<file path="src/rtl/lmpes_pkg.sv">
`timescale 1ns / 1ps
// ----------------------------------------------------------------------------
// LED matrix pixel editor package
// Matrix geometry, button codes, transaction payload types and the pixel
// color step used by the editor; the checker shares the geometry and types.
// ----------------------------------------------------------------------------
package lmpes_pkg;

    localparam int ROWS   = 8;
    localparam int COLS   = 16;
    localparam int CELLS  = ROWS * COLS;
    localparam int ROW_W  = (ROWS > 1) ? $clog2(ROWS) : 1;
    localparam int COL_W  = (COLS > 1) ? $clog2(COLS) : 1;
    localparam int ADDR_W = (CELLS > 1) ? $clog2(CELLS) : 1;
    localparam int BIT_W  = $clog2(2 * ROWS);
    localparam int PIX_W  = 2;

    localparam int OUT_COL_W = 4;
    localparam int OUT_ROW_W = 3;

    localparam logic [2:0] CODE_UP     = 3'd1;
    localparam logic [2:0] CODE_LEFT   = 3'd3;
    localparam logic [2:0] CODE_RIGHT  = 3'd4;
    localparam logic [2:0] CODE_DOWN   = 3'd6;
    localparam logic [2:0] CODE_CENTER = 3'd7;

    localparam int BTN_UP     = 0;
    localparam int BTN_DOWN   = 1;
    localparam int BTN_LEFT   = 2;
    localparam int BTN_RIGHT  = 3;
    localparam int BTN_CENTER = 4;
    localparam int BTN_ACTION = 5;
    localparam int BTN_W      = 6;

    localparam logic [PIX_W-1:0] PIX_OFF      = 2'b00;
    localparam logic [PIX_W-1:0] PIX_GREEN    = 2'b01;
    localparam logic [PIX_W-1:0] PIX_RED      = 2'b10;
    localparam logic [PIX_W-1:0] PIX_GREEN_RED = 2'b11;

    typedef struct packed {
        logic       mode;
        logic [2:0] button_code;
        logic       action_pin;
    } in_t;

    typedef struct packed {
        logic [OUT_COL_W-1:0] column_select;
        logic                 row_bit;
        logic                 bit_valid;
        logic                 column_done;
        logic                 frame_done;
        logic [OUT_ROW_W-1:0] cursor_row;
        logic [OUT_COL_W-1:0] cursor_col;
    } out_t;

    function automatic logic [PIX_W-1:0] pix_step(input logic [PIX_W-1:0] p);
        logic [PIX_W-1:0] n;
        case (p)
            PIX_OFF:       n = PIX_GREEN;
            PIX_GREEN:     n = PIX_GREEN_RED;
            PIX_GREEN_RED: n = PIX_RED;
            default:       n = PIX_OFF;
        endcase
        return n;
    endfunction

    function automatic logic [PIX_W-1:0] pix_reset(input logic [ADDR_W-1:0] a);
        return {a[ROW_W], a[0]};
    endfunction

endpackage

</file>
<file path="src/rtl/lmpes_ram.sv">
`timescale 1ns / 1ps
// ----------------------------------------------------------------------------
// Generic RAM
// One write port and one read port with a registered, enabled read.
// ----------------------------------------------------------------------------
module lmpes_ram #(
    parameter int WIDTH = 2,
    parameter int DEPTH = 128
) (
    input  logic                     clk,
    input  logic                     we,
    input  logic [$clog2(DEPTH)-1:0] waddr,
    input  logic [WIDTH-1:0]         wdata,
    input  logic                     re,
    input  logic [$clog2(DEPTH)-1:0] raddr,
    output logic [WIDTH-1:0]         rdata
);

    logic [WIDTH-1:0] mem [DEPTH];
    logic [WIDTH-1:0] rdata_reg;

    always_ff @(posedge clk) begin
        if (we) begin
            mem[waddr] <= wdata;
        end
        if (re) begin
            rdata_reg <= mem[raddr];
        end
    end

    assign rdata = rdata_reg;

endmodule

</file>
<file path="src/rtl/led_matrix_pixel_editor_scanner.sv">
`timescale 1ns / 1ps
// ----------------------------------------------------------------------------
// LED matrix pixel editor and scanner
// Button decoding, cursor movement, pixel editing and serial row scan-out
// for a two-color LED matrix.
// ----------------------------------------------------------------------------
// The block takes one transaction per clock when the result side is not
// stalled, and returns one result per transaction in the order taken.
// Stage one decodes buttons, moves the cursor, advances the scan
// counters and issues a read of the pixel RAM; stage two gets the pixel,
// forwards a write made by the transaction just ahead, and writes back the
// next color on an action press; the output register holds the result. The
// pixel RAM has one read and one write port, and a flag per pixel makes an
// unwritten pixel read as its power-up pattern, so no clearing pass is needed.
module led_matrix_pixel_editor_scanner (
    input  logic              aclk,
    input  logic              aresetn,
    input  logic              s_valid,
    output logic              s_ready,
    input  lmpes_pkg::in_t    s_payload,
    output logic              m_valid,
    input  logic              m_ready,
    output lmpes_pkg::out_t   m_payload
);

    typedef struct packed {
        logic                            mode;
        logic                            action;
        logic [lmpes_pkg::ADDR_W-1:0]    addr;
        logic                            bit_sel;
        logic                            cdone;
        logic                            fdone;
        logic [lmpes_pkg::COL_W-1:0]     col_sel;
        logic [lmpes_pkg::ROW_W-1:0]     crow;
        logic [lmpes_pkg::COL_W-1:0]     ccol;
    } stage_t;

    logic                           s1_valid_reg;
    lmpes_pkg::in_t                 s1_data_reg;
    logic                           s2_valid_reg;
    stage_t                         s2_reg;
    logic                           fwd_reg;
    logic [lmpes_pkg::PIX_W-1:0]    fwd_data_reg;
    logic                           vld_reg;
    logic                           m_valid_reg;
    lmpes_pkg::out_t                m_payload_reg;

    logic [lmpes_pkg::CELLS-1:0]    pix_valid_reg;
    logic [lmpes_pkg::BTN_W-1:0]    prev_buttons_reg, prev_buttons_next;
    logic [lmpes_pkg::ROW_W-1:0]    cursor_row_reg, cursor_row_next;
    logic [lmpes_pkg::COL_W-1:0]    cursor_col_reg, cursor_col_next;
    logic [lmpes_pkg::COL_W-1:0]    scan_col_reg, scan_col_next;
    logic [lmpes_pkg::BIT_W-1:0]    scan_idx_reg, scan_idx_next;

    logic out_en, s2_en, s1_move, s2_write;
    logic [lmpes_pkg::BTN_W-1:0]    cur_btn, rise;
    logic [lmpes_pkg::ROW_W-1:0]    row_base;
    logic [lmpes_pkg::COL_W-1:0]    col_base, scol;
    logic [lmpes_pkg::BIT_W-1:0]    sidx;
    stage_t                         s1_res;
    logic [lmpes_pkg::PIX_W-1:0]    ram_rdata, pix_cur, pix_new;
    lmpes_pkg::out_t                result;

    assign out_en   = !m_valid_reg || m_ready;
    assign s2_en    = !s2_valid_reg || out_en;
    assign s_ready  = !s1_valid_reg || s2_en;
    assign s1_move  = s1_valid_reg && s2_en;
    assign s2_write = s2_valid_reg && out_en && s2_reg.action;

    always_comb begin
        cur_btn = '0;
        unique case (s1_data_reg.button_code)
            lmpes_pkg::CODE_UP:     cur_btn[lmpes_pkg::BTN_UP]     = 1'b1;
            lmpes_pkg::CODE_LEFT:   cur_btn[lmpes_pkg::BTN_LEFT]   = 1'b1;
            lmpes_pkg::CODE_RIGHT:  cur_btn[lmpes_pkg::BTN_RIGHT]  = 1'b1;
            lmpes_pkg::CODE_DOWN:   cur_btn[lmpes_pkg::BTN_DOWN]   = 1'b1;
            lmpes_pkg::CODE_CENTER: cur_btn[lmpes_pkg::BTN_CENTER] = 1'b1;
            default:                cur_btn = '0;
        endcase
        cur_btn[lmpes_pkg::BTN_ACTION] = !s1_data_reg.action_pin;
        rise = cur_btn & ~prev_buttons_reg;

        row_base = (int'(cursor_row_reg) >= lmpes_pkg::ROWS) ? '0 : cursor_row_reg;
        col_base = (int'(cursor_col_reg) >= lmpes_pkg::COLS) ? '0 : cursor_col_reg;
        scol     = (int'(scan_col_reg) >= lmpes_pkg::COLS) ? '0 : scan_col_reg;
        sidx     = (int'(scan_idx_reg) >= 2 * lmpes_pkg::ROWS) ? '0 : scan_idx_reg;

        cursor_row_next   = row_base;
        cursor_col_next   = col_base;
        prev_buttons_next = prev_buttons_reg;
        scan_col_next     = scol;
        scan_idx_next     = sidx;

        s1_res         = '0;
        s1_res.mode    = s1_data_reg.mode;
        s1_res.col_sel = scol;
        s1_res.bit_sel = sidx[0];

        if (s1_data_reg.mode) begin
            s1_res.addr = lmpes_pkg::ADDR_W'(int'(scol) * lmpes_pkg::ROWS
                                             + int'(sidx[lmpes_pkg::BIT_W-1:1]));
            if (sidx == lmpes_pkg::BIT_W'(2 * lmpes_pkg::ROWS - 1)) begin
                s1_res.cdone  = 1'b1;
                scan_idx_next = '0;
                if (scol == lmpes_pkg::COL_W'(lmpes_pkg::COLS - 1)) begin
                    s1_res.fdone  = 1'b1;
                    scan_col_next = '0;
                end else begin
                    scan_col_next = scol + 1'b1;
                end
            end else begin
                scan_idx_next = sidx + 1'b1;
            end
            cursor_row_next = cursor_row_reg;
            cursor_col_next = cursor_col_reg;
        end else begin
            prev_buttons_next = cur_btn;
            if (rise[lmpes_pkg::BTN_UP]) begin
                cursor_row_next = (row_base == '0) ?
                    lmpes_pkg::ROW_W'(lmpes_pkg::ROWS - 1) : row_base - 1'b1;
            end else if (rise[lmpes_pkg::BTN_DOWN]) begin
                cursor_row_next = (row_base == lmpes_pkg::ROW_W'(lmpes_pkg::ROWS - 1)) ?
                    '0 : row_base + 1'b1;
            end else if (rise[lmpes_pkg::BTN_LEFT]) begin
                cursor_col_next = (col_base == '0) ?
                    lmpes_pkg::COL_W'(lmpes_pkg::COLS - 1) : col_base - 1'b1;
            end else if (rise[lmpes_pkg::BTN_RIGHT]) begin
                cursor_col_next = (col_base == lmpes_pkg::COL_W'(lmpes_pkg::COLS - 1)) ?
                    '0 : col_base + 1'b1;
            end
            s1_res.action = rise[lmpes_pkg::BTN_ACTION];
            s1_res.addr   = lmpes_pkg::ADDR_W'(int'(cursor_col_next) * lmpes_pkg::ROWS
                                               + int'(cursor_row_next));
        end
        s1_res.crow = cursor_row_next;
        s1_res.ccol = cursor_col_next;
    end

    lmpes_ram #(
        .WIDTH(lmpes_pkg::PIX_W),
        .DEPTH(lmpes_pkg::CELLS)
    ) u_pix_ram (
        .clk  (aclk),
        .we   (s2_write),
        .waddr(s2_reg.addr),
        .wdata(pix_new),
        .re   (s1_move),
        .raddr(s1_res.addr),
        .rdata(ram_rdata)
    );

    always_comb begin
        if (fwd_reg) begin
            pix_cur = fwd_data_reg;
        end else if (vld_reg) begin
            pix_cur = ram_rdata;
        end else begin
            pix_cur = lmpes_pkg::pix_reset(s2_reg.addr);
        end
        pix_new = lmpes_pkg::pix_step(pix_cur);

        result               = '0;
        result.column_select = lmpes_pkg::OUT_COL_W'(s2_reg.col_sel);
        result.cursor_row    = lmpes_pkg::OUT_ROW_W'(s2_reg.crow);
        result.cursor_col    = lmpes_pkg::OUT_COL_W'(s2_reg.ccol);
        if (s2_reg.mode) begin
            result.row_bit     = s2_reg.bit_sel ? pix_cur[1] : pix_cur[0];
            result.bit_valid   = 1'b1;
            result.column_done = s2_reg.cdone;
            result.frame_done  = s2_reg.fdone;
        end
    end

    always_ff @(posedge aclk) begin
        if (!aresetn) begin
            s1_valid_reg     <= 1'b0;
            s2_valid_reg     <= 1'b0;
            m_valid_reg      <= 1'b0;
            pix_valid_reg    <= '0;
            prev_buttons_reg <= '0;
            cursor_row_reg   <= '0;
            cursor_col_reg   <= '0;
            scan_col_reg     <= '0;
            scan_idx_reg     <= '0;
            fwd_reg          <= 1'b0;
        end else begin
            if (s_ready) begin
                s1_valid_reg <= s_valid;
            end
            if (s2_en) begin
                s2_valid_reg <= s1_valid_reg;
            end
            if (out_en) begin
                m_valid_reg <= s2_valid_reg;
            end
            if (s2_write) begin
                pix_valid_reg[s2_reg.addr] <= 1'b1;
            end
            if (s1_move) begin
                prev_buttons_reg <= prev_buttons_next;
                cursor_row_reg   <= cursor_row_next;
                cursor_col_reg   <= cursor_col_next;
                scan_col_reg     <= scan_col_next;
                scan_idx_reg     <= scan_idx_next;
                fwd_reg          <= s2_write && (s2_reg.addr == s1_res.addr);
            end
        end
    end

    always_ff @(posedge aclk) begin
        if (s_ready && s_valid) begin
            s1_data_reg <= s_payload;
        end
        if (s1_move) begin
            s2_reg       <= s1_res;
            fwd_data_reg <= pix_new;
            vld_reg      <= pix_valid_reg[s1_res.addr];
        end
        if (out_en && s2_valid_reg) begin
            m_payload_reg <= result;
        end
    end

    assign m_valid   = m_valid_reg;
    assign m_payload = m_payload_reg;

endmodule

</file>
<file path="config.mk">
export PLATFORM = sky130hd
export DESIGN_NAME = led_matrix_pixel_editor_scanner
export DESIGN_NICKNAME = d
export VERILOG_FILES = /design/src/rtl/lmpes_pkg.sv /design/src/rtl/lmpes_ram.sv /design/src/rtl/led_matrix_pixel_editor_scanner.sv
export SDC_FILE = /design/constraint.sdc
export NUM_CORES = 1
export LEC_CHECK = 0
export BUFFER_PORTS_ARGS = -buffer_cell sky130_fd_sc_hd__buf_2
export CAP_MARGIN = 20
export CORE_AREA = 3 3 190 192
export DETAILED_ROUTE_END_ITERATION = 8
export DIE_AREA = 0 0 193 195
export GPL_TIMING_DRIVEN = 0
export HOLD_SLACK_MARGIN = 0.08
export PLACE_DENSITY = 0.72
export SETUP_SLACK_MARGIN = 0.3
export SLEW_MARGIN = 10
export SYNTH_ARGS = -nofsm -noshare
export SYNTH_HDL_FRONTEND = slang
export SYNTH_HIERARCHICAL = 1
export SYNTH_SLANG_ARGS = --single-unit
export TNS_END_PERCENT = 20
</file>
<file path="constraint.sdc">
create_clock -name aclk -period 6.3 [get_ports aclk]
set_clock_uncertainty 0.1 [all_clocks]
set_input_delay 0 -clock aclk [delete_from_list [all_inputs] [get_ports aclk]]
set_output_delay 0 -clock aclk [all_outputs]
set_load 0.02 [all_outputs]
</file>
==> impl_results.md, run 1 <==
- Post-synthesis xor/xnor area fraction: 0.581%
- Fin util: 64.0%
- CP required: 6.48 ns
- Final HPWL DP: 31.4 mm
- Max Clock Freq: 174 MHz
- GRT Residual Overflow: 0
- Drt wl/cell: 22.3 µm
- CTS tree: built
- Layout cells sized above 1: 13.0%
- CP Launch Type: flop
- Pin count of the biggest net entering global routing: 39
- Die area: 37600 µm²
- GP Congestion: 0.951
- All-Layer GR Usage: 25.3%
- Antenna diodes: 0
- CTS Buf Count: 47
- IO Port Bufs: 24
- Mux share of post-synthesis cell area: 11.6%
- FFs w/ async S/R, synth: 0%
- Vias per Instance: 6.15
- Critical Path Fanout Max: 12
- Initial core utilization: 56.7%
- PwrDens: 293 nW/µm²
- Status: finished clean
- Final Cycle Share: 91.0%
- CP Cell Sequence: inv_1, ha_1, clkbuf_1, mux2i_1, nor3_2, nor2_4, inv_6, buf_12, buf_12, buf_2, clkbuf_1, clkbuf_1, mux4_2, o22ai_1, nor4_1, or4_1
- DP Area: 20500 µm²
- Initial antenna violation count: 0
- Root buf cell: clkbuf_16
- Synthesis-to-layout area growth: 12.8%
- Simple-gate share of the synthesized area: 12.0%
- Fin. Hold Viols: 0
- Kind of critical path: reg -> reg
- Top Family by Delay on Critical Path: buffers and inverters
- Net Count, Synth: 1558
- Tmin final: 5.73 ns
- Register area share after synthesis: 62.1%
- H-tree depth: 2
- Cell seen most often among critical-path stages: clkbuf_1
- Cell Rows: 68
- Slew Limit Fails: 0
- First-pass GRT wire length: 73.4 mm
- Final setup margin: 0.566 ns
- Mapped Area: 19600 µm²
- Arrival time worst endpoint: 5.91 ns
- Clock Sinks: 456
- CP peak stage delay: 0.67 ns
- Die Width: 193 µm
- Commonest non-fill, non-tap cell in the layout: edfxtp_1
- FF+latch area: 12200 µm²
- Max IR drop VDD: 0.181 mV
- DRT Pass-1 Iters: 5
- Place WS: 0.713 ns
- Clock transition at path regs: 0.06 ns
- Setup violators final: 0
- Final Instance Area: 22100 µm²
- Number of flops mapped to enable cells by yosys: 304
- Prevailing post-synth register cell: edfxtp_1
- Tightest Pin Transition: 1.13 ns
- Commonest cells after routing, fill and taps aside: edfxtp_1, nor2_1, dfxtp_1
- Type of the worst min-delay path: in -> reg
- Synth Area in Compound Gates: 10.3%
- Adder-cell share of the synthesized area: 0.511%
- Slew margin rel.: 24.1%
- Max clock buf depth: 3
- Largest family of logic cells by synthesized area: simple AND/OR/NAND/NOR gates
- Crit path buffers/inverters: 8
- RSZ-0062 raised after global routing: false
- # fillers: 2556
- Vias: 13100
- Cell count after synthesis: 1541
- Die height: 195 µm
- FF+latch count, synth: 456
- Clk_lat worst skew: 0.55 ns
- ANT nets after route: 0
- Footprint of the multi-input gates: 6900 µm²
- Io pins: 26
- Max reg flops: 256
- Leakage: 0.00714 µW
- Initial DRC count: 1451
- Post-synth cell types: 72
- Max Cap Viol: 0
- Crit end category: flop
- Layout Nets: 1653
- Syn_area_per_cell: 12.7 µm²
- Syn. warnings: 6
- Residual DRC count: 0
- Routed WL: 47.3 mm
- Slowest library cell on the worst path: clkbuf_1
- Core region area: 34500 µm²
- Vias in the first global route: 12800
what timing repair did:
action | CTS | global route
hold buffers | 14 | 0
gates resized for setup | 0 | 0
buffers inserted | 0 | 0
hold endpoints to repair | 47 | 0
layout make-up:
class                      instances  share of cell area, %
buffer                            94                   2.17
inverter                          17                  0.334
clock buffer                      57                   5.73
tap                              455                   2.58
sequential                       456                   55.1
timing repair buffer              46                   2.11
clock inverter                    27                  0.826
multi-input combinational        974                   31.2
final timing paths:
check | from | end | slack, ns | depth (start not counted)
worst max-delay path | cursor_row_reg[0] | u_pix_ram/rdata[0] | 0.57 | 16
worst max register to register | cursor_row_reg[0] | u_pix_ram/rdata[0] | 0.57 | 16
worst min-delay path | m_ready | m_valid | 0.29 | 4
worst min register to register | result[13] | m_payload[13] | 0.32 | 0
power by group:
group	internal [µW]	leakage, µW	switching, µW
sequential	3250	0.00397	17.1
combinational	230	0.00246	372
clock	1510	0.000709	1110
total	4990	0.00714	1500
Yosys cell counts, drive strengths merged, types with 5 or more instances:
cell | n | share of area, %
edfxtp | 304 | 47
nand2b | 8 | 0.26
buf | 31 | 1.2
mux2i | 65 | 3.3
o21ai | 33 | 0.84
a21boi | 7 | 0.27
o22ai | 12 | 0.42
xnor2 | 10 | 0.45
a311oi | 7 | 0.34
mux2 | 27 | 1.6
and2 | 10 | 0.32
dfxtp | 152 | 16
a21oi | 25 | 0.72
nor2 | 287 | 5.5
inv | 17 | 0.38
o21a | 133 | 5.1
nor2b | 28 | 0.89
nand4 | 9 | 0.29
o211a | 5 | 0.26
clkbuf | 63 | 1.2
a211oi | 7 | 0.33
ha | 8 | 0.51
a31oi | 14 | 0.45
nand2 | 86 | 1.6
mux4 | 58 | 6.8
nand3 | 40 | 1.0
a22oi | 19 | 0.73
nor3 | 24 | 0.64
nor4b | 5 | 0.29
logic make-up after synthesis:
| logic type | after synthesis |
|---|---|
| AO/OA/AOI/OAI | 281 |
| multiplexers | 150 |
| adder cells (fa/ha/maj) | 8 |
| buffers and inverters | 111 |
| flip-flops | 456 |
| XOR/XNOR | 13 |
| AND/OR/NAND/NOR | 522 |
per-stage QoR:
stage	instances	setup TNS (ns)	total power (µW)	hold WS, ns
floorplan	1541	0	3730	-0.00113
global placement	2020	-605.59	3900	0.0798
detailed placement	2028	0	3920	0.0786
CTS	2126	0	6510	0.258
global route	2126	0	6690	0.323
finish	2126	0	6490	0.289
metal layers:
metal | vias to the layer above | routed length [µm] | track usage (%)
li1 | 5890 | - | -
met1 | 6477 | 19900 | 37.1
met2 | 616 | 22200 | 39.9
met3 | 92 | 4220 | 4.25
met4 | 0 | 1010 | 6.64
met5 | - | 0 | 0
worst register-to-register path: stages (launching register included):
cell and delay [ns]:
dfxtp_1 0.39, inv_1 0.11, ha_1 0.28, clkbuf_1 0.38
mux2i_1 0.25, nor3_2 0.40, nor2_4 0.18, inv_6 0.16
buf_12 0.17, buf_12 0.15, buf_2 0.30, clkbuf_1 0.57
clkbuf_1 0.68, mux4_2 0.44, o22ai_1 0.23, nor4_1 0.08
or4_1 0.58
Power figures use the tool's default switching activity.
==> run 2: changes to the inputs <==
==> constraint.sdc (replaced) <==
create_clock -name aclk -period 6.3 [get_ports aclk]
set_clock_uncertainty 0.1 [all_clocks]
set_input_delay 0.63 -clock aclk [delete_from_list [all_inputs] [get_ports aclk]]
set_output_delay 0.63 -clock aclk [all_outputs]
set_load 0.02 [all_outputs]
==> run 2 against run 1 <==
Against the previous run: critical path depth unchanged; critical path type unchanged; total power decreased by 0.14%; combinational power is 1% lower; critical endpoint unchanged; sequential share of layout area rose by 0.35 points; global-route usage is 0.11 points lower; clock power is essentially flat; final cell count down 0.66%; register-to-register slack improved by 0.03 ns; flip-flop and latch count unchanged; non-clock buffer count shrank 14; maximum frequency rose by 0.60%.
==> impl_results.md, run 2 (synthesis gave the netlist of run 1 again) <==
- Status: finished clean
- Cell Rows: 68
- Total power: 6480 µW
- Vias in the first global route: 12700
- Critical Path Fanout Max: 12
- Antenna diodes: 0
- Vias: 13000
- CTS tree: built
- R2R setup slack: 0.60 ns
- Final Cycle Share: 90.5%
- Final HPWL DP: 31.4 mm
- Die area: 37600 µm²
- Post_cts resized: 0
- Kind of critical path: reg -> reg
- Fin. Hold Viols: 0
- Routed WL: 47.2 mm
- Clock Sinks: 456
- Slew Limit Fails: 0
- Die height: 195 µm
- Max IR drop VDD: 0.181 mV
- Arrival time worst endpoint: 5.88 ns
- GRT Residual Overflow: 0
- Final Instance Area: 22000 µm²
- Worst R2R Start: cursor_row_reg[0]
- Commonest cells after routing, fill and taps aside: edfxtp_1, nor2_1, dfxtp_1
- Root buf cell: clkbuf_16
- ANT nets after route: 0
- Crit end category: flop
- FF+latch area: 12200 µm²
- Footprint of the multi-input gates: 6900 µm²
- CP required: 6.48 ns
- DP Area: 20500 µm²
- Tightest Pin Transition: 1.16 ns
- GP Congestion: 0.951
- Place WS: 0.713 ns
- Tmin final: 5.70 ns
- H-tree depth: 2
- Clk_lat worst skew: 0.55 ns
- First-pass GRT wire length: 73.1 mm
- Pin count of the biggest net entering global routing: 39
- Max Cap Viol: 0
- Vias per Instance: 6.18
- Worst reg2reg endpoint: u_pix_ram/rdata[0]
- Max clock buf depth: 3
- CTS Buf Count: 47
- Commonest non-fill, non-tap cell in the layout: edfxtp_1
- Clock transition at path regs: 0.06 ns
- All-Layer GR Usage: 25.2%
- Initial DRC count: 1272
- Top Family by Delay on Critical Path: buffers and inverters
- Initial antenna violation count: 0
- Slew margin rel.: 21.9%
- Slowest library cell on the worst path: clkbuf_1
- DRT Pass-1 Iters: 5
- Critical Path End: u_pix_ram/rdata[0]
- Core region area: 34500 µm²
- IO Port Bufs: 24
- Drt wl/cell: 22.3 µm
- Crit path buffers/inverters: 8
- Initial core utilization: 56.7%
- Layout cells sized above 1: 13.2%
- Critical Path Start: cursor_row_reg[0]
- # fillers: 2571
- Final setup margin: 0.601 ns
- Residual DRC count: 0
- Max reg flops: 256
- Cell seen most often among critical-path stages: clkbuf_1
- CP peak stage delay: 0.65 ns
- Leakage: 0.00708 µW
- Io pins: 26
- Die Width: 193 µm
- Synthesis-to-layout area growth: 12.1%
- Layout Nets: 1639
- CP Cell Sequence: inv_1, ha_1, clkbuf_1, mux2i_1, nor3_2, nor2_4, inv_6, buf_12, buf_12, buf_2, clkbuf_1, clkbuf_1, mux4_2, o22ai_1, nor4_1, or4_1
- Hold slack: 0.153 ns
- PwrDens: 295 nW/µm²
- Hold_buf cts: 0
- Type of the worst min-delay path: in -> reg
- Reg2Reg Depth: 16
- CP Launch Type: flop
- Critical path depth: 16
- Post-CTS setup buffer count: 0
- Setup violators final: 0
- Post-route setup TNS: 0 ns
- RSZ-0062 raised after global routing: false
- Max Clock Freq: 175 MHz
run 2: final cells by class:
type,count,share of cell area [%]
Clock buffer,57,5.77
Timing Repair Buffer,32,1.48
Clock inverter,27,0.832
Multi-Input combinational cell,974,31.4
Tap cell,455,2.59
Buffer,94,2.18
Sequential cell,456,55.4
Inverter,17,0.336
run 2: power breakdown:
group          switching [µW]  internal (µW)
combinational             371            224
sequential               17.1           3250
clock                    1110           1510
run 2: metrics by stage:
stage               util [%]  cells
floorplan                  -   1541
global placement        58.7   2020
detailed placement      59.4   2028
CTS                     63.6   2112
global route            63.6   2112
finish                  63.6   2112
run 2: worst register-to-register path, cell delays in order, from the launching register on:
cell and delay, ns:
dfxtp_1 0.40, inv_1 0.11, ha_1 0.28, clkbuf_1 0.37, mux2i_1 0.26, nor3_2 0.41
nor2_4 0.18, inv_6 0.15, buf_12 0.17, buf_12 0.15, buf_2 0.30, clkbuf_1 0.56
clkbuf_1 0.65, mux4_2 0.43, o22ai_1 0.22, nor4_1 0.08, or4_1 0.58
run 2: worst min-delay path by stage:
stage                     end  cells after the start         start
5_1_grt        s1_data_reg[1]                      1  s_payload[1]
4_1_cts        s1_data_reg[1]                      1  s_payload[1]
6_report       s1_data_reg[2]                      1  s_payload[2]
3_3_place_gp    m_payload[12]                      0    result[12]
2_1_floorplan    m_payload[0]                      0     result[0]
3_5_place_dp    m_payload[13]                      0    result[13]
run 2: per-layer routing:
metal  global-route usage [%]  vias up  wire length (µm)
li1                         -     5869                 -
met1                     37.0     6485             20000
met2                     39.5      610             22000
met3                     4.25       85              4030
met4                     6.72        0              1090
met5                        0        -                 0
